## config.mk

```make
export PLATFORM = sky130hd
export DESIGN_NAME = moving_median_filter_top
export DESIGN_NICKNAME = d
export VERILOG_FILES = /design/src/sv/mmf_pkg.sv /design/src/sv/moving_median_filter_top.sv /design/src/sv/mmf_sort.sv
export SDC_FILE = /design/constraint.sdc
export NUM_CORES = 1
export LEC_CHECK = 0
export BUFFER_PORTS_ARGS = -buffer_cell sky130_fd_sc_hd__buf_2
export CAP_MARGIN = 20
export CORE_MARGIN = 2
export CORE_UTILIZATION = 57
export DETAILED_ROUTE_END_ITERATION = 16
export PLACE_DENSITY = 0.82
export RECOVER_POWER = 50
export SYNTH_ARGS = -nofsm -noshare
export SYNTH_HDL_FRONTEND = slang
export SYNTH_SLANG_ARGS = --single-unit
```

## constraint.sdc

```tcl
create_clock -name i_clk -period 6 [get_ports i_clk]
set_clock_uncertainty 0.05 [all_clocks]
set_input_delay 0.9 -clock i_clk [delete_from_list [all_inputs] [get_ports i_clk]]
set_output_delay 0.9 -clock i_clk [all_outputs]
set_load 0.05 [all_outputs]
```

## src/sv/mmf_pkg.sv

```systemverilog
// Shared types and constants for the moving median filter.
// Used by mmf_sort and moving_median_filter_top; depends on nothing else.
package mmf_pkg;

    // Width of a temperature sample in hundredths of a degree.
    localparam int DATA_W = 24;

    // Default window length.
    localparam int WINDOW_DEF = 5;

    // Threshold after reset: -273.15 degrees.
    localparam logic signed [DATA_W-1:0] THRESH_RESET = -24'sd27315;

    typedef logic signed [DATA_W-1:0] t_data;

    // Control of the sorted window for one request.
    typedef struct packed {
        logic commit;   // update the sorted window with the new sample
        logic remove;   // window is full: drop the oldest sample first
    } t_sort_ctl;

endpackage

```

## src/sv/moving_median_filter_top.sv

```systemverilog
// Top level of the moving median filter: sample memory, pipeline and output register.
// Depends on mmf_pkg and mmf_sort.
//
// Usage:
// Samples arrive on i_sample with i_valid/o_stall; a request is taken at a rising
// edge with i_valid high and o_stall low. Results leave on o_value/o_last with
// o_valid/i_stall; a result is taken at an edge with o_valid high and i_stall low.
// The end threshold is written through i_cfg_we/i_cfg_wdata while the block is idle.
// Each sample is stored in a circular sample memory of WINDOW entries and inserted
// into a sorted copy of the window, while the sample it displaces, read from the
// memory as the sample is taken, is removed. Once WINDOW samples have been seen, each
// sample gives the window median. A sample at or below the threshold is echoed
// with o_last high and empties the window; it gives no median.
// A result passes through stage one, stage two and the output register.
// Throughput: one sample per cycle while the receiver does not stall; the sorted window
// updates as each sample passes and the sample memory takes one read and one write per cycle.
// Reset empties the window, restores the threshold to -273.15 degrees and clears
// the pipeline. While the receiver stalls, the result holds in the output register
// and the two pipeline stages still fill before o_stall rises.
module moving_median_filter_top #(
    parameter int WINDOW = mmf_pkg::WINDOW_DEF
) (
    input  logic                              i_clk,
    input  logic                              i_rst_n,
    input  logic                              i_valid,
    output logic                              o_stall,
    input  logic signed [mmf_pkg::DATA_W-1:0] i_sample,
    output logic                              o_valid,
    input  logic                              i_stall,
    output logic signed [mmf_pkg::DATA_W-1:0] o_value,
    output logic                              o_last,
    input  logic                              i_cfg_we,
    input  logic signed [mmf_pkg::DATA_W-1:0] i_cfg_wdata
);

    localparam int CNT_W = $clog2(WINDOW + 1);
    localparam int PTR_W = $clog2(WINDOW);
    localparam int DW    = mmf_pkg::DATA_W;

    // Threshold register.
    mmf_pkg::t_data r_thresh;

    // Window fill and memory pointer.
    logic [CNT_W-1:0] r_fill;
    logic [PTR_W-1:0] r_wptr;

    // Sample memory and its read data.
    mmf_pkg::t_data r_mem [WINDOW];
    mmf_pkg::t_data r_oldest;

    // Stage one: sample waiting for the sorted window update.
    logic             r_s1_valid;
    logic             r_s1_end;
    logic             r_s1_remove;
    logic             r_s1_result;
    logic [CNT_W-1:0] r_s1_cnt;
    mmf_pkg::t_data   r_s1_sample;

    // Stage two: middle values or echoed end sample.
    logic           r_s2_valid;
    logic           r_s2_last;
    mmf_pkg::t_data r_mid_lo;
    mmf_pkg::t_data r_mid_hi;

    // Output register.
    logic           r_out_valid;
    logic           r_out_last;
    mmf_pkg::t_data r_out_value;

    logic               w_acc;
    logic               w_end;
    logic               w_out_adv;
    logic               w_s2_free;
    logic               w_s1_fire;
    logic               w_s1_free;
    logic [DW:0]        w_sum;
    mmf_pkg::t_sort_ctl w_ctl;
    mmf_pkg::t_data     w_mid_lo;
    mmf_pkg::t_data     w_mid_hi;

    // Flow control: each stage moves on when the one after it is free or moving.
    assign w_out_adv = !r_out_valid || !i_stall;
    assign w_s2_free = !r_s2_valid || w_out_adv;
    assign w_s1_fire = r_s1_valid && w_s2_free;
    assign w_s1_free = !r_s1_valid || w_s2_free;
    assign o_stall   = !w_s1_free;
    assign w_acc     = i_valid && w_s1_free;
    assign w_end     = i_sample <= r_thresh;

    // Threshold register write.
    always_ff @(posedge i_clk) begin
        if (!i_rst_n) begin
            r_thresh <= mmf_pkg::THRESH_RESET;
        end else if (i_cfg_we) begin
            r_thresh <= i_cfg_wdata;
        end
    end

    // Fill count and write pointer; an end sample empties the window.
    always_ff @(posedge i_clk) begin
        if (!i_rst_n) begin
            r_fill <= '0;
            r_wptr <= '0;
        end else if (w_acc) begin
            if (w_end) begin
                r_fill <= '0;
                r_wptr <= '0;
            end else begin
                if (r_fill != CNT_W'(WINDOW)) begin
                    r_fill <= r_fill + 1'b1;
                end
                if (r_wptr == PTR_W'(WINDOW - 1)) begin
                    r_wptr <= '0;
                end else begin
                    r_wptr <= r_wptr + 1'b1;
                end
            end
        end
    end

    // Sample memory: the entry about to be overwritten is read in the same cycle.
    always_ff @(posedge i_clk) begin
        if (w_acc) begin
            r_oldest <= r_mem[r_wptr];
            if (!w_end) begin
                r_mem[r_wptr] <= i_sample;
            end
        end
    end

    // Stage one registers.
    always_ff @(posedge i_clk) begin
        if (!i_rst_n) begin
            r_s1_valid <= 1'b0;
        end else if (w_s1_free) begin
            r_s1_valid <= w_acc;
        end
    end

    always_ff @(posedge i_clk) begin
        if (w_acc) begin
            r_s1_end    <= w_end;
            r_s1_remove <= r_fill == CNT_W'(WINDOW);
            r_s1_result <= r_fill >= CNT_W'(WINDOW - 1);
            r_s1_cnt    <= r_fill;
            r_s1_sample <= i_sample;
        end
    end

    // Sorted window update.
    assign w_ctl.commit = w_s1_fire && !r_s1_end;
    assign w_ctl.remove = r_s1_remove;

    mmf_sort #(
        .WINDOW (WINDOW),
        .CNT_W  (CNT_W)
    ) u_sort (
        .i_clk    (i_clk),
        .i_ctl    (w_ctl),
        .i_count  (r_s1_cnt),
        .i_sample (r_s1_sample),
        .i_oldest (r_oldest),
        .o_mid_lo (w_mid_lo),
        .o_mid_hi (w_mid_hi)
    );

    // Stage two registers; an end sample is carried in both middle slots.
    always_ff @(posedge i_clk) begin
        if (!i_rst_n) begin
            r_s2_valid <= 1'b0;
        end else if (w_s2_free) begin
            r_s2_valid <= w_s1_fire && (r_s1_end || r_s1_result);
        end
    end

    always_ff @(posedge i_clk) begin
        if (w_s1_fire) begin
            r_s2_last <= r_s1_end;
            r_mid_lo  <= r_s1_end ? r_s1_sample : w_mid_lo;
            r_mid_hi  <= r_s1_end ? r_s1_sample : w_mid_hi;
        end
    end

    // Floor of the mean of the middle values; exact when both are equal.
    assign w_sum = {r_mid_lo[DW-1], r_mid_lo} + {r_mid_hi[DW-1], r_mid_hi};

    // Output register.
    always_ff @(posedge i_clk) begin
        if (!i_rst_n) begin
            r_out_valid <= 1'b0;
        end else if (w_out_adv) begin
            r_out_valid <= r_s2_valid;
        end
    end

    always_ff @(posedge i_clk) begin
        if (w_out_adv && r_s2_valid) begin
            r_out_value <= w_sum[DW:1];
            r_out_last  <= r_s2_last;
        end
    end

    assign o_valid = r_out_valid;
    assign o_value = r_out_value;
    assign o_last  = r_out_last;

    // An end sample empties the window and rewinds the pointer.
    a_end_empties : assert property (@(posedge i_clk) disable iff (!i_rst_n)
        w_acc && w_end |=> r_fill == '0 && r_wptr == '0)
        else $error("window not emptied after end sample");

    // Until the window is full, the pointer tracks the fill count.
    a_ptr_tracks_fill : assert property (@(posedge i_clk) disable iff (!i_rst_n)
        r_fill < CNT_W'(WINDOW) |-> CNT_W'(r_wptr) == r_fill)
        else $error("write pointer out of step with fill count");

    // A removal is only requested on a full window.
    a_remove_full : assert property (@(posedge i_clk) disable iff (!i_rst_n)
        r_s1_valid && r_s1_remove |-> r_s1_cnt == CNT_W'(WINDOW) && r_s1_result)
        else $error("removal requested on a window that is not full");

    // A stage that cannot move keeps its request.
    a_s1_hold : assert property (@(posedge i_clk) disable iff (!i_rst_n)
        r_s1_valid && !w_s2_free |=> r_s1_valid && $stable(r_s1_sample))
        else $error("stage one request lost while blocked");

endmodule

```

## src/sv/mmf_sort.sv

```systemverilog
// Sorted copy of the sample window, updated per committed request by one insertion, after one removal when full.
// Depends on mmf_pkg.
module mmf_sort #(
    parameter int WINDOW = mmf_pkg::WINDOW_DEF,
    parameter int CNT_W  = $clog2(WINDOW + 1)
) (
    input  logic              i_clk,
    input  mmf_pkg::t_sort_ctl i_ctl,
    input  logic [CNT_W-1:0]  i_count,
    input  mmf_pkg::t_data    i_sample,
    input  mmf_pkg::t_data    i_oldest,
    output mmf_pkg::t_data    o_mid_lo,
    output mmf_pkg::t_data    o_mid_hi
);

    localparam int MID_LO = (WINDOW - 1) / 2;
    localparam int MID_HI = WINDOW / 2;

    mmf_pkg::t_data r_sorted [WINDOW];
    mmf_pkg::t_data n_sorted [WINDOW];

    // Entries kept after the removal, held in place or moved down by one.
    mmf_pkg::t_data w_kept [WINDOW];
    logic [WINDOW-1:0] w_rm;
    logic [WINDOW-1:0] w_le_new;
    logic [WINDOW-1:0] w_kept_le;
    logic [WINDOW-1:0] w_kept_valid;
    logic [CNT_W-1:0]  w_lim;

    // Number of entries left after the removal step.
    assign w_lim = i_ctl.remove ? CNT_W'(WINDOW - 1) : i_count;

    // Per-cell compares against the oldest and the new sample, all in parallel.
    for (genvar i = 0; i < WINDOW; i++) begin : g_cmp
        assign w_rm[i]         = i_ctl.remove && (r_sorted[i] >= i_oldest);
        assign w_le_new[i]     = r_sorted[i] <= i_sample;
        assign w_kept_valid[i] = CNT_W'(i) < w_lim;
    end

    // Close the gap left by the oldest sample.
    for (genvar i = 0; i < WINDOW; i++) begin : g_kept
        if (i < WINDOW - 1) begin : g_mid
            assign w_kept[i]    = w_rm[i] ? r_sorted[i+1] : r_sorted[i];
            assign w_kept_le[i] = w_kept_valid[i] &&
                                  (w_rm[i] ? w_le_new[i+1] : w_le_new[i]);
        end else begin : g_end
            assign w_kept[i]    = r_sorted[i];
            assign w_kept_le[i] = w_kept_valid[i] && w_le_new[i];
        end
    end

    // Open a slot for the new sample after the last entry not above it.
    for (genvar i = 0; i < WINDOW; i++) begin : g_ins
        if (i == 0) begin : g_first
            assign n_sorted[i] = w_kept_le[i] ? w_kept[i] : i_sample;
        end else begin : g_rest
            assign n_sorted[i] = w_kept_le[i]   ? w_kept[i] :
                                 w_kept_le[i-1] ? i_sample  : w_kept[i-1];
        end
    end

    // Sorted window register.
    always_ff @(posedge i_clk) begin
        if (i_ctl.commit) begin
            r_sorted <= n_sorted;
        end
    end

    // The middle entries of the updated window.
    assign o_mid_lo = n_sorted[MID_LO];
    assign o_mid_hi = n_sorted[MID_HI];

endmodule
```

# ---- Yosys cells after proc, flatten, opt, wreduce, memory -nomap -nowiden
# Memory sizes are Yosys's and may differ from the RTL's. A register that Yosys moved wholly into a read port is not among the register bits.
# Cells that the tools add are included.
# Widths: inputs -> output; s select.
dict set report totals {
  register_bits 233
  mem_bits_rw 120
  input_bits 53
  out_inout_bits 27
  elab_cells 96
  memories 1
}
# memory words width read_ports rd_ports_with_merged_regs wr line
set mem_list {}
lappend mem_list {r_mem 5 24 1 1 1 moving_median_filter_top.sv:48} ;# mmf_pkg::t_data r_mem [WINDOW];
dict set report op_classes {
  add_sub_neg 3
  order_cmp 16
  n_eq_ne 3
  n_mux 25
  bitwise 1
  reduce_logical 27
}
# op count
set op_table {}
lappend op_table {{$mux 24} 13}
lappend op_table {{$le 24x24->1} 6}
lappend op_table {{$ge 24x24->1} 4}
lappend op_table {{$add 24x24->25} 1}
lappend op_table {{$mux 3} 5}
lappend op_table {{$logic_and 1x1->1} 14}
lappend op_table {{$mux 1} 7}
lappend op_table {{$add 3x1->3 const B} 2}
lappend op_table {{$eq 3x3->1 const B} 2}
lappend op_table {{$logic_not 1->1} 6}
lappend op_table {{$lt 1x3->1 const A} 2}
lappend op_table {{$lt 2x3->1 const A} 2}
lappend op_table {{$logic_or 1x1->1} 4}
lappend op_table {{$reduce_and 2->1} 2}
lappend op_table {{$ge 3x3->1 const B} 1}
lappend op_table {{$lt 3x3->1 const A} 1}
lappend op_table {{$ne 3x3->1 const B} 1}
lappend op_table {{$reduce_bool 2->1} 1}
lappend op_table {{$not 1->1} 1}

# ---- Logic depth before layout (Yosys ltp)
# Gate-level depths: netlist of run 1.
dict set report logic_depth {
  depth_word 7
  depth_mapped 14
  depth_no_buf 11
}

# ---- Hierarchy
# A second synthesis of run 1 with hierarchy kept.
dict set report unflattened {
  cells_unflattened 2152
  area_unflattened_um2 24166.9
}
# mod n_inst cells_each area_per_inst_um2 seq_area_each_um2
set modules_own_cells {}
lappend modules_own_cells {mmf_sort 1 1253 12259.3 3603.5}
lappend modules_own_cells {moving_median_filter_top 1 899 11907.7 8107.8}

# ---- Worst setup path before layout of run 1
# Ideal clock, no wire load.
dict set report synth_path {
  path_kind {input to register}
  start {input i_stall}
  end {register u_sort.r_sorted[100] (netlist bit), enable pin}
  setup_time_ps 551
  arrival_ps 5072
  t_required_ps 5399
  path_slack_ps 327
  path_stages 3
  path_buffers 0
  cell_sequence {nand3_1 nand2_1 nor2_1}
}
# item line
set synth_rtl {}
lappend synth_rtl {{start: declaration} moving_median_filter_top.sv:29} ;# input logic i_stall,
lappend synth_rtl {{end signal: assignment} mmf_sort.sv:65} ;# r_sorted <= n_sorted;
lappend synth_rtl {{end: declaration} mmf_sort.sv:19} ;# mmf_pkg::t_data r_sorted [WINDOW];

# ---- Worst setup path in the final report of run 1
dict set report layout_path {
  start {register u_sort.r_sorted[71] (netlist bit)}
  end {register r_mid_hi[22] (data pin)}
}
dict set report layout_between {
  elab_chain_len 6
  word_cells_on_any_way 11
  classes_between {order compare: 2; mux: 6; reduce/logical: 3}
}
# item line
set layout_lines {}
lappend layout_lines {{$le 24x24->1 / $ge 24x24->1 (equally long branches)} {mmf_sort.sv:36, mmf_sort.sv:35}}
lappend layout_lines {{$mux 1 / $logic_and 1x1->1 (equally long branches)} {mmf_sort.sv:45, mmf_sort.sv:35}}
lappend layout_lines {{$logic_and 1x1->1 / $mux 1 (equally long branches)} {mmf_sort.sv:44, mmf_sort.sv:45}}
lappend layout_lines {{$mux 24 / $logic_and 1x1->1 (equally long branches)} {mmf_sort.sv:58, mmf_sort.sv:44}}
lappend layout_lines {{$mux 24 (*)} mmf_sort.sv:57} ;# assign n_sorted[i] = w_kept_le[i] ? w_kept[i] :
lappend layout_lines {{$mux 24 (*)} moving_median_filter_top.sv:180} ;# r_mid_hi <= r_s1_end ? r_s1_sample : w_mid_hi;
lappend layout_lines {{end signal: assignment} moving_median_filter_top.sv:180}
lappend layout_lines {{end: declaration} moving_median_filter_top.sv:63} ;# mmf_pkg::t_data r_mid_hi;
# Every way passes the cells marked *; elsewhere a longest branch is shown, timed or not.
# A chain may end at the register's enable or synchronous reset.

==> results.py, run 1 <==
metrics = {
    "grt": {
        "antenna_found_initial": 2,
        "grt_usage_pct": 31.98,
        "grt_start_max_net_pins": 76,
        "first_global_vias": 17450,
        "grt_pass1_wl_um": 101900,
        "grt_overflow": 0,
    },
    "cts": {
        "post_cts_resized": 0,
        "root_buffer": "clkbuf_16",
        "cts_inserted_buffers": 41,
        "postCtsSetupRepairBufs": 0,
        "ctsHoldBuffers": 0,
        "clk_pin_slew_ns": 0.06,
        "cts.htree.levels": 2,
        "cts_tree": "built",
        "cts.sinks": 377,
        "clk_latency_ns": 0.55,
        "cts.path.max_buffers": 3,
    },
    "timing": {
        "slew_headroom_pct": -159.2,
        "tightest_slew_ns": 3.887,
        "setup_viol": 0,
        "setup-tns-final_ns": 0,
        "drv_slew": 241,
        "setup_ws_ns": 1.103,
        "hold_viol_final": 0,
        "period_minus_slack_ns": 4.897,
        "min_period_over_period_pct": 81.62,
        "timing.fmax_mhz": 204.2,
        "rsz0062_at_grt": "false",
    },
    "synthesis": {
        "synth_area_leader_cell": "edfxtp_1",
        "synth_nets": 2319,
        "syn_inst": 2021,
        "synth_cell_types": 66,
        "synth_flop_cell": "edfxtp_1",
        "synthArstFlopShare_pct": 0,
        "yosysMostFrequentCell": "edfxtp_1",
        "synthTopCellsByArea": "edfxtp_1 (46%), ha_1 (14%), a21oi_1 (4.6%)",
        "yosysSeqAreaShare_pct": 48.47,
        "syn-cell-area_mm2": 0.02268,
        "netlist_top_cells_count": "edfxtp_1 (344), ha_1 (245), a21oi_1 (207), inv_1 (91), nor3_1 (85)",
        "synth_edf_count": 344,
        "synth-seq-cells": 377,
        "yosysWarnings": 0,
        "syn_area_per_cell_um2": 11.22,
        "synth_top_area_share_pct": 45.55,
    },
    "detailed_routing": {
        "routed_via_density": 6.811,
        "drc": 0,
        "wl_per_cell_um": 25.17,
        "drtAntennaViolNets": 0,
        "drtIter0Drc": 2099,
        "via_count": 17810,
        "wl_um": 65830,
        "firstDrtPassIters": 5,
    },
    "floorplan": {
        "io-pin-count": 80,
        "die_area_mm2": 0.04140,
        "row_count": 73,
        "dieHeight_um": 203.5,
        "dieWidth_um": 203.5,
        "core-area_mm2": 0.03946,
        "start_util_pct": 57.47,
    },
    "setup_path": {
        "slowest_delay_ns": 0.84,
        "cp_data_arrival_time_ns": 5.12,
        "crit_fanout": 37,
        "cp-start-kind": "flip-flop",
        "path_class": "reg2reg",
        "path_cells": "ha_1 -> nand4_1 -> nor4_2 -> a211oi_1 -> o211ai_1 -> o211ai_1 -> nand2_2 -> buf_4 -> mux2_2 -> buf_4 -> a2111oi_0 -> nor3_1",
        "endpoint_kind": "flip-flop",
        "required_ns": 6.22,
        "cp_slowest_cell": "mux2_2",
    },
    "power": {
        "p_per_area_mw_per_mm2": 306.6,
        "leakage_nw": 9.333,
        "peakVddDrop_mv": 0.2235,
    },
    "placed_design": {
        "port_buffers": 79,
        "place_congestion": 0.9687,
        "post-place-ws_ns": 1.318,
        "dp.cells": 2543,
        "dp_hpwl_um": 45920,
        "place_area_mm2": 0.02359,
    },
    "outcome": {
        "violations": "capacitance limit, slew limit",
        "outcome": "finished with violations",
    },
    "finish": {
        "fin_nets": 2360,
        "insertedDiodeCount": 0,
        "instances_no_fill": 2615,
        "syn2layout_area_growth_pct": 9.556,
        "postLayoutCellArea_mm2": 0.02484,
        "drive_gt1_share_pct": 10.29,
        "fillers": 3059,
    },
    "flow_run": {
        "drv_cap": 6,
    },
    "hold_path": {
        "hold_class": "reg2reg",
    },
}
==> layer usage <==
layer,wire length [um],track usage (%),up-vias
li1,-,-,7981
met1,26700,44.16,8591
met2,29610,49.68,1047
met3,6680,6.120,189
met4,2816,13.35,2
met5,18,0,-
==> where the power goes <==
part | switching [mW] | leakage, nW | internal, mW
clock network | 1.04 | 0.655 | 1.56
logic | 1.15 | 5.22 | 0.630
registers | 0.124 | 3.46 | 3.12
total | 2.31 | 9.33 | 5.30
==> cells by family after synthesis <==
logic type	count (synthesis)	share of synthesized area [%]
AO/OA/AOI/OAI	603	17.27
flip-flops	377	48.47
AND/OR/NAND/NOR	451	10.42
buffers and inverters	211	3.940
multiplexers	134	6.384
adder cells (fa/ha/maj)	245	13.52
==> cells in the final DEF (no fill, tap or decap), types with 33 or more instances in the layout <==
cell,Yosys,layout
a21o_1,35,35
a21oi_1,207,207
clkbuf_1,79,65
clkbuf_16,0,41
dfxtp_1,33,33
edfxtp_1,344,344
ha_1,245,245
inv_1,91,91
mux2_2,71,72
mux2i_1,60,60
nand2_1,84,83
nand4_1,56,56
nor2_1,71,71
nor2b_1,48,48
nor3_1,85,83
o21ai_0,84,84
==> flip-flops by register name, indices dropped and copies added, names as in the netlist <==
signal / count
o_value: 24
r_mid_hi: 24
r_thresh: 24
r_s1_valid: 1
r_oldest: 24
o_last: 1
r_s1_remove: 1
r_s1_result: 1
r_s2_valid: 1
u_sort.r_sorted: 120
r_s2_last: 1
r_mem: 120
r_fill: 3
o_valid: 1
r_wptr: 3
r_s1_sample: 24
r_s1_cnt: 3
r_s1_end: 1
==> final timing paths <==
path                  startpoint      endpoint  slack (ns)  cells after the start
max          u_sort.r_sorted[71]  r_mid_hi[22]        1.10                     12
min                  r_mid_hi[8]    o_value[8]        0.37                      0
max reg2reg  u_sort.r_sorted[71]  r_mid_hi[22]        1.10                     12
min reg2reg          r_mid_hi[8]    o_value[8]        0.37                      0
==> worst max-delay path: cells and delay by family, from the launching register on <==
family          cells  cell delay [ns]
simple gates        4             1.41
buf+inv             2             0.84
mux                 1             0.84
compound gates      4             0.59
flops               1             0.48
fa+ha+maj           1             0.39
==> per-stage QoR <==
stage | util (%) | hold slack [ns] | total power [mW]
after floorplan | - | 0.3503 | 4.468
after global placement | 59.79 | 0.3507 | 4.943
after detailed placement | 59.79 | 0.3545 | 5.011
after CTS | 63.21 | 0.3702 | 7.596
after global routing | 62.96 | 0.3767 | 7.905
final | 62.96 | 0.3684 | 7.617
==> layout make-up <==
class	count	area [um^2]	share of cell area [%]
clock buffers	48	1052	4.236
clock inverters	23	299.0	1.204
inverters	91	341.6	1.375
multi-input cells	1433	10880	43.79
flip-flops and latches	377	10990	44.24
well taps	525	656.9	2.644
repair buffers	118	625.6	2.518
Note: power is estimated with default switching activity, not from simulation.
==> inputs of run 2 (changes only) <==
==> constraint.sdc (replaced) <==
create_clock -name i_clk -period 4.5 [get_ports i_clk]
set_clock_uncertainty 0.05 [all_clocks]
set_input_delay 0.675 -clock i_clk [delete_from_list [all_inputs] [get_ports i_clk]]
set_output_delay 0.675 -clock i_clk [all_outputs]
set_load 0.05 [all_outputs]
==> run 2 against run 1 <==
The flow still finishes with violations (capacitance limit, slew limit). Critical endpoint is now r_mid_hi[23]. Cell area up 0.65%. Largest power group unchanged. Global-route usage fell by 1.1 points. Sequential power increased by 33%. Register-to-register slack got worse by 0.80 ns. Die area unchanged. Clock power up 29%. Worst hold slack lost 0.075 ns.
==> results.py, run 2 (synthesis results as in run 1) <==
metrics = {
    "floorplan": {
        "start_util_pct": 57.47,
        "die_area_mm2": 0.04140,
        "dieWidth_um": 203.5,
        "dieHeight_um": 203.5,
        "core-area_mm2": 0.03946,
        "io-pin-count": 80,
        "row_count": 73,
    },
    "setup_path": {
        "cp_slowest_cell": "mux2_2",
        "cp-start-kind": "flip-flop",
        "endpoint_kind": "flip-flop",
        "worst_path_most_repeated_cell": "a21oi_1",
        "path_cells": "inv_1 -> ha_1 -> a21oi_1 -> o21ai_0 -> a21oi_1 -> o21ai_0 -> a21oi_1 -> mux2i_1 -> mux2_2 -> buf_4 -> a2111oi_0 -> nor3_1",
        "cp_top_family": "compound AO/OA/AOI/OAI gates",
        "crit_buf_inv": 2,
        "cp_data_arrival_time_ns": 4.52,
        "path_class": "reg2reg",
        "crit_fanout": 30,
        "slowest_delay_ns": 0.59,
        "required_ns": 4.82,
    },
    "cts": {
        "cts_inserted_buffers": 41,
        "clk_pin_slew_ns": 0.06,
        "post_cts_resized": 0,
        "cts.sinks": 377,
        "clk_latency_ns": 0.55,
        "cts.htree.levels": 2,
        "cts_tree": "built",
        "cts.path.max_buffers": 3,
        "ctsHoldBuffers": 0,
        "root_buffer": "clkbuf_16",
        "postCtsSetupRepairBufs": 0,
    },
    "placed_design": {
        "port_buffers": 79,
        "place_congestion": 0.9570,
        "dp_hpwl_um": 45290,
        "dp.cells": 2565,
        "post-place-ws_ns": 0.5031,
    },
    "finish": {
        "instances_no_fill": 2639,
        "reg_top3": "r_mem x120, u_sort.r_sorted x120",
        "final_cell_mix": "edfxtp_1 (344), ha_1 (245), a21oi_1 (207)",
        "fin_nets": 2381,
        "syn2layout_area_growth_pct": 10.27,
        "insertedDiodeCount": 0,
        "regArea_mm2": 0.01099,
        "final_common_cell": "edfxtp_1",
        "drive_gt1_share_pct": 11.31,
        "multiInputGateArea_mm2": 0.01089,
        "fillers": 3052,
    },
    "grt": {
        "grt_overflow": 0,
        "antenna_found_initial": 0,
        "grt_usage_pct": 30.87,
        "grt_start_max_net_pins": 76,
        "first_global_vias": 17410,
        "grt_pass1_wl_um": 99130,
    },
    "detailed_routing": {
        "routed_via_density": 6.782,
        "firstDrtPassIters": 7,
        "wl_per_cell_um": 24.32,
        "drtIter0Drc": 2179,
        "drc": 0,
        "wl_um": 64180,
        "via_count": 17900,
        "drtAntennaViolNets": 0,
    },
    "timing": {
        "tightest_slew_ns": 2.030,
        "rsz0062_at_grt": "false",
        "setup_viol": 0,
        "min_period_over_period_pct": 93.22,
        "timing.fmax_mhz": 238.4,
        "slew_headroom_pct": -35.83,
        "period_minus_slack_ns": 4.195,
        "hold_viol_final": 0,
        "setup_ws_ns": 0.3052,
        "drv_slew": 101,
    },
    "power": {
        "swShare_pct": 30.85,
        "p_clk_share_pct": 33.3,
        "peakVddDrop_mv": 0.2836,
        "pwr-share-comb_pct": 23.7,
        "sequentialPowerShare_pct": 42.9,
        "p_int_mw": 6.955,
        "p_per_area_mw_per_mm2": 402.3,
        "leakage_nw": 9.434,
        "switchingPower_mw": 3.104,
    },
    "outcome": {
        "outcome": "finished with violations",
        "violations": "capacitance limit, slew limit",
    },
    "flow_run": {
        "drv_cap": 3,
    },
    "hold_path": {
        "hold_class": "in2reg",
    },
}
run 2: path summary, 6_finish.rpt:
path              cells after the start  slack [ns]       startpoint      endpoint
hold reg to reg                       0        0.37        r_s2_last        o_last
setup / recovery                     12        0.31  r_s1_sample[15]  r_mid_hi[23]
setup reg to reg                     12        0.31  r_s1_sample[15]  r_mid_hi[23]
hold / removal                        3        0.29  i_cfg_wdata[23]  r_thresh[23]
run 2: power groups by stage:
| stage | logic [mW] | registers, mW | clock network, mW |
|---|---|---|---|
| 2_1_floorplan | 1.63 | 4.33 | 0 |
| 3_3_place_gp | 2.22 | 4.37 | 0 |
| 3_5_place_dp | 2.32 | 4.38 | 0 |
| 4_1_cts | 2.33 | 4.31 | 3.38 |
| 5_1_grt | 2.59 | 4.33 | 3.50 |
| 6_report | 2.39 | 4.32 | 3.35 |
run 2: per-stage QoR:
step	TNS [ns]	util, %	power [mW]	area, um^2	hold WS [ns]
global placement	0	60.28	6.589	23790	0.3505
finish	0	63.38	10.06	25010	0.2939
global route	0	63.38	10.43	25010	0.2970
floorplan	-63.17	-	5.955	22690	0.3503
detailed placement	0	60.34	6.698	23810	0.3554
CTS	0	63.64	10.02	25110	0.2709
run 2: cell type report:
cell class / instances / area share (%)
multi-input combinational: 1433 / 43.53
tap: 525 / 2.627
clock buffer: 51 / 4.253
clock inverter: 23 / 0.9557
sequential: 377 / 43.95
timing repair buffer: 139 / 3.317
inverter: 91 / 1.366
run 2: per-layer routing:
metal  track usage, %  up-vias  wire length (um)
met5                0        -                 0
met4            13.87        0              2997
met3            6.616      206              6783
met2            48.33     1089             28900
met1            41.44     8567             25500
li1                 -     8035                 -
run 2: worst reg2reg max path: stages (launching register included):
cell and delay [ns]:
edfxtp_1 0.47, inv_1 0.32, ha_1 0.33, a21oi_1 0.14, o21ai_0 0.14, a21oi_1 0.33
o21ai_0 0.14, a21oi_1 0.17, mux2i_1 0.46, mux2_2 0.59, buf_4 0.44, a2111oi_0 0.17
nor3_1 0.28
==> inputs of run 3 (changes only) <==
--- a/config.mk
+++ b/config.mk
@@ -5,12 +5,14 @@
 export SDC_FILE = /design/constraint.sdc
 export NUM_CORES = 1
 export LEC_CHECK = 0
-export BUFFER_PORTS_ARGS = -buffer_cell sky130_fd_sc_hd__buf_2
 export CAP_MARGIN = 20
 export CORE_MARGIN = 2
-export CORE_UTILIZATION = 57
+export CORE_UTILIZATION = 59
+export CTS_CLUSTER_SIZE = 8
 export DETAILED_ROUTE_END_ITERATION = 16
-export PLACE_DENSITY = 0.82
+export DONT_BUFFER_PORTS = 1
+export GPL_TIMING_DRIVEN = 0
+export PLACE_DENSITY = 0.83
 export RECOVER_POWER = 50
 export SYNTH_ARGS = -nofsm -noshare
 export SYNTH_HDL_FRONTEND = slang
==> run 3 against run 2 <==
The run still ends with capacitance limit, slew limit left. Combinational power about the same. Sequential power about the same. Clock-buffer cell count increased by 28. Utilization increased by 3.1 points. First-iteration DRC count decreased by 24%. Maximum frequency decreased by 6.3%. Clock power increased by 8.7%. Total power increased by 3.0%. Critical path type unchanged. Largest cell class unchanged. Highest routed layer is now met5.
==> results.py, run 3 (synthesis results as in run 1) <==
metrics = {
    "cts": {
        "clk_latency_ns": 0.61,
        "root_buffer": "clkbuf_16",
        "cts.sinks": 377,
        "cts_tree": "built",
        "clk_pin_slew_ns": 0.05,
        "cts_inserted_buffers": 53,
        "cts.htree.levels": 2,
        "cts.path.max_buffers": 3,
        "ctsHoldBuffers": 0,
    },
    "outcome": {
        "violations": "capacitance limit, slew limit",
        "outcome": "finished with violations",
    },
    "floorplan": {
        "die_area_mm2": 0.04002,
        "row_count": 71,
        "io-pin-count": 80,
        "core-area_mm2": 0.03776,
        "dieWidth_um": 200.1,
        "dieHeight_um": 200.1,
        "start_util_pct": 60.06,
    },
    "timing": {
        "period_minus_slack_ns": 4.475,
        "hold_viol_final": 0,
        "setup_viol": 0,
        "slew_headroom_pct": -60.39,
        "tightest_slew_ns": 2.384,
        "drv_slew": 49,
        "rsz0062_at_grt": "false",
        "setup-tns-final_ns": 0,
        "min_period_over_period_pct": 99.44,
        "timing.fmax_mhz": 223.5,
    },
    "finish": {
        "fillers": 2784,
        "postLayoutCellArea_mm2": 0.02510,
        "post-route-util_pct": 66.47,
        "final_common_cell": "edfxtp_1",
        "syn2layout_area_growth_pct": 10.67,
        "reg_top3": "r_mem x120, u_sort.r_sorted x120",
        "insertedDiodeCount": 0,
        "final_cell_mix": "edfxtp_1 (344), ha_1 (245), a21oi_1 (207)",
        "fin_nets": 2399,
        "drive_gt1_share_pct": 9.727,
    },
    "grt": {
        "grt_start_max_net_pins": 37,
        "antenna_found_initial": 2,
        "first_global_vias": 17780,
        "grt_usage_pct": 33.68,
        "grt_overflow": 0,
        "grt_pass1_wl_um": 100400,
    },
    "hold_path": {
        "hold_path_depth": 0,
        "hold_class": "in2reg",
    },
    "power": {
        "peakVddDrop_mv": 0.3312,
        "leakage_nw": 9.428,
        "p_per_area_mw_per_mm2": 412.7,
    },
    "detailed_routing": {
        "routed_via_density": 6.714,
        "wl_um": 66890,
        "wl_per_cell_um": 25.35,
        "via_count": 17720,
        "drc": 0,
        "firstDrtPassIters": 8,
        "drtAntennaViolNets": 0,
        "drtIter0Drc": 1651,
    },
    "setup_path": {
        "worst_path_most_repeated_cell": "a21oi_1",
        "path_cells": "inv_1 -> ha_1 -> nor2b_1 -> o211ai_1 -> a21oi_1 -> a211o_1 -> a21oi_1 -> mux2i_1 -> mux2_1 -> buf_6 -> clkbuf_1 -> a211oi_1 -> nor3_1",
        "slowest_delay_ns": 0.55,
        "cp_data_arrival_time_ns": 4.76,
        "cp_num_cells": 13,
        "reg2reg_depth": 13,
        "reg2reg_slack_ns": 0.03,
        "crit_buf_inv": 3,
        "cp_top_family": "buffers and inverters",
        "crit_fanout": 10,
        "endpoint_kind": "flip-flop",
        "cp_slowest_cell": "edfxtp_1",
        "required_ns": 4.78,
        "path_class": "reg2reg",
        "cp-start-kind": "flip-flop",
    },
    "placed_design": {
        "dp_hpwl_um": 51680,
        "port_buffers": 0,
        "place_area_mm2": 0.02369,
        "place_congestion": 0.9883,
    },
    "flow_run": {
        "drv_cap": 2,
    },
}
## run 3: cell count changes in the layout (fill, tap and decap cells not counted), sizes merged
| cell | change |
|---|---|
| clkinv | -11 |
| buf | -26 |
| clkinvlp | -2 |
| clkbuf | +60 |
| inv | -3 |
| bufinv | -4 |
## run 3: layout make-up
class / instances / area (um^2) / share of cell area (%)
sequential: 377 / 10990 / 43.79
clock buffer: 79 / 1424 / 5.674
tap: 511 / 639.4 / 2.548
buffer: 120 / 554.3 / 2.209
multi-input combinational: 1433 / 10860 / 43.27
clock inverter: 3 / 48.80 / 0.1944
timing repair buffer: 25 / 235.2 / 0.9373
inverter: 91 / 345.3 / 1.376
## run 3: through the flow
stage	power (mW)	std cells	hold WS (ns)	worst slack (ns)
after detailed placement	6.679	2553	0.3545	0.05825
after floorplan	5.955	2021	0.3503	-0.6580
after global placement	6.557	2532	0.3509	-2.547
after CTS	10.30	2635	0.1004	0.03251
final	10.36	2639	0.1224	0.02510
after global routing	10.73	2639	0.1066	0.06096
## run 3: final timing paths
path,from,end
setup reg to reg,r_s1_sample[1],r_mid_hi[10]
hold reg to reg,r_mid_hi[9],o_value[9]
setup / recovery,r_s1_sample[1],r_mid_hi[10]
hold / removal,i_sample[8],r_s1_sample[8]
## run 3: worst register-to-register path, cell delays in order (launching register included)
cell	delay [ns]
edfxtp_1	0.55
inv_1	0.42
ha_1	0.33
nor2b_1	0.13
o211ai_1	0.15
a21oi_1	0.11
a211o_1	0.34
a21oi_1	0.18
mux2i_1	0.48
mux2_1	0.23
buf_6	0.15
clkbuf_1	0.48
a211oi_1	0.16
nor3_1	0.45
## run 3: timing repair
item / in CTS / in global routing
resized for setup: 0 / 11
setup endpoints to repair: 0 / 19
setup buffers: 0 / 4
## run 3: routing by layer
| layer | global-route usage [%] | routed length [um] | share of wire [%] | vias to the layer above |
|---|---|---|---|---|
| met2 | 57.28 | 32310 | 48 | 940 |
| met1 | 40.77 | 25510 | 38 | 8482 |
| met5 | 0 | 9 | 0.013 | - |
| met4 | 17.61 | 3421 | 5.1 | 2 |
| met3 | 6.603 | 5644 | 8.4 | 211 |
| li1 | - | - | - | 8083 |
## run 3: power breakdown
group	internal [mW]	switching [mW]	total, mW	leakage [nW]
registers	4.16	0.181	4.34	3.46
clock network	2.16	1.49	3.64	0.708
logic	0.868	1.50	2.37	5.26
total	7.19	3.17	10.4	9.43
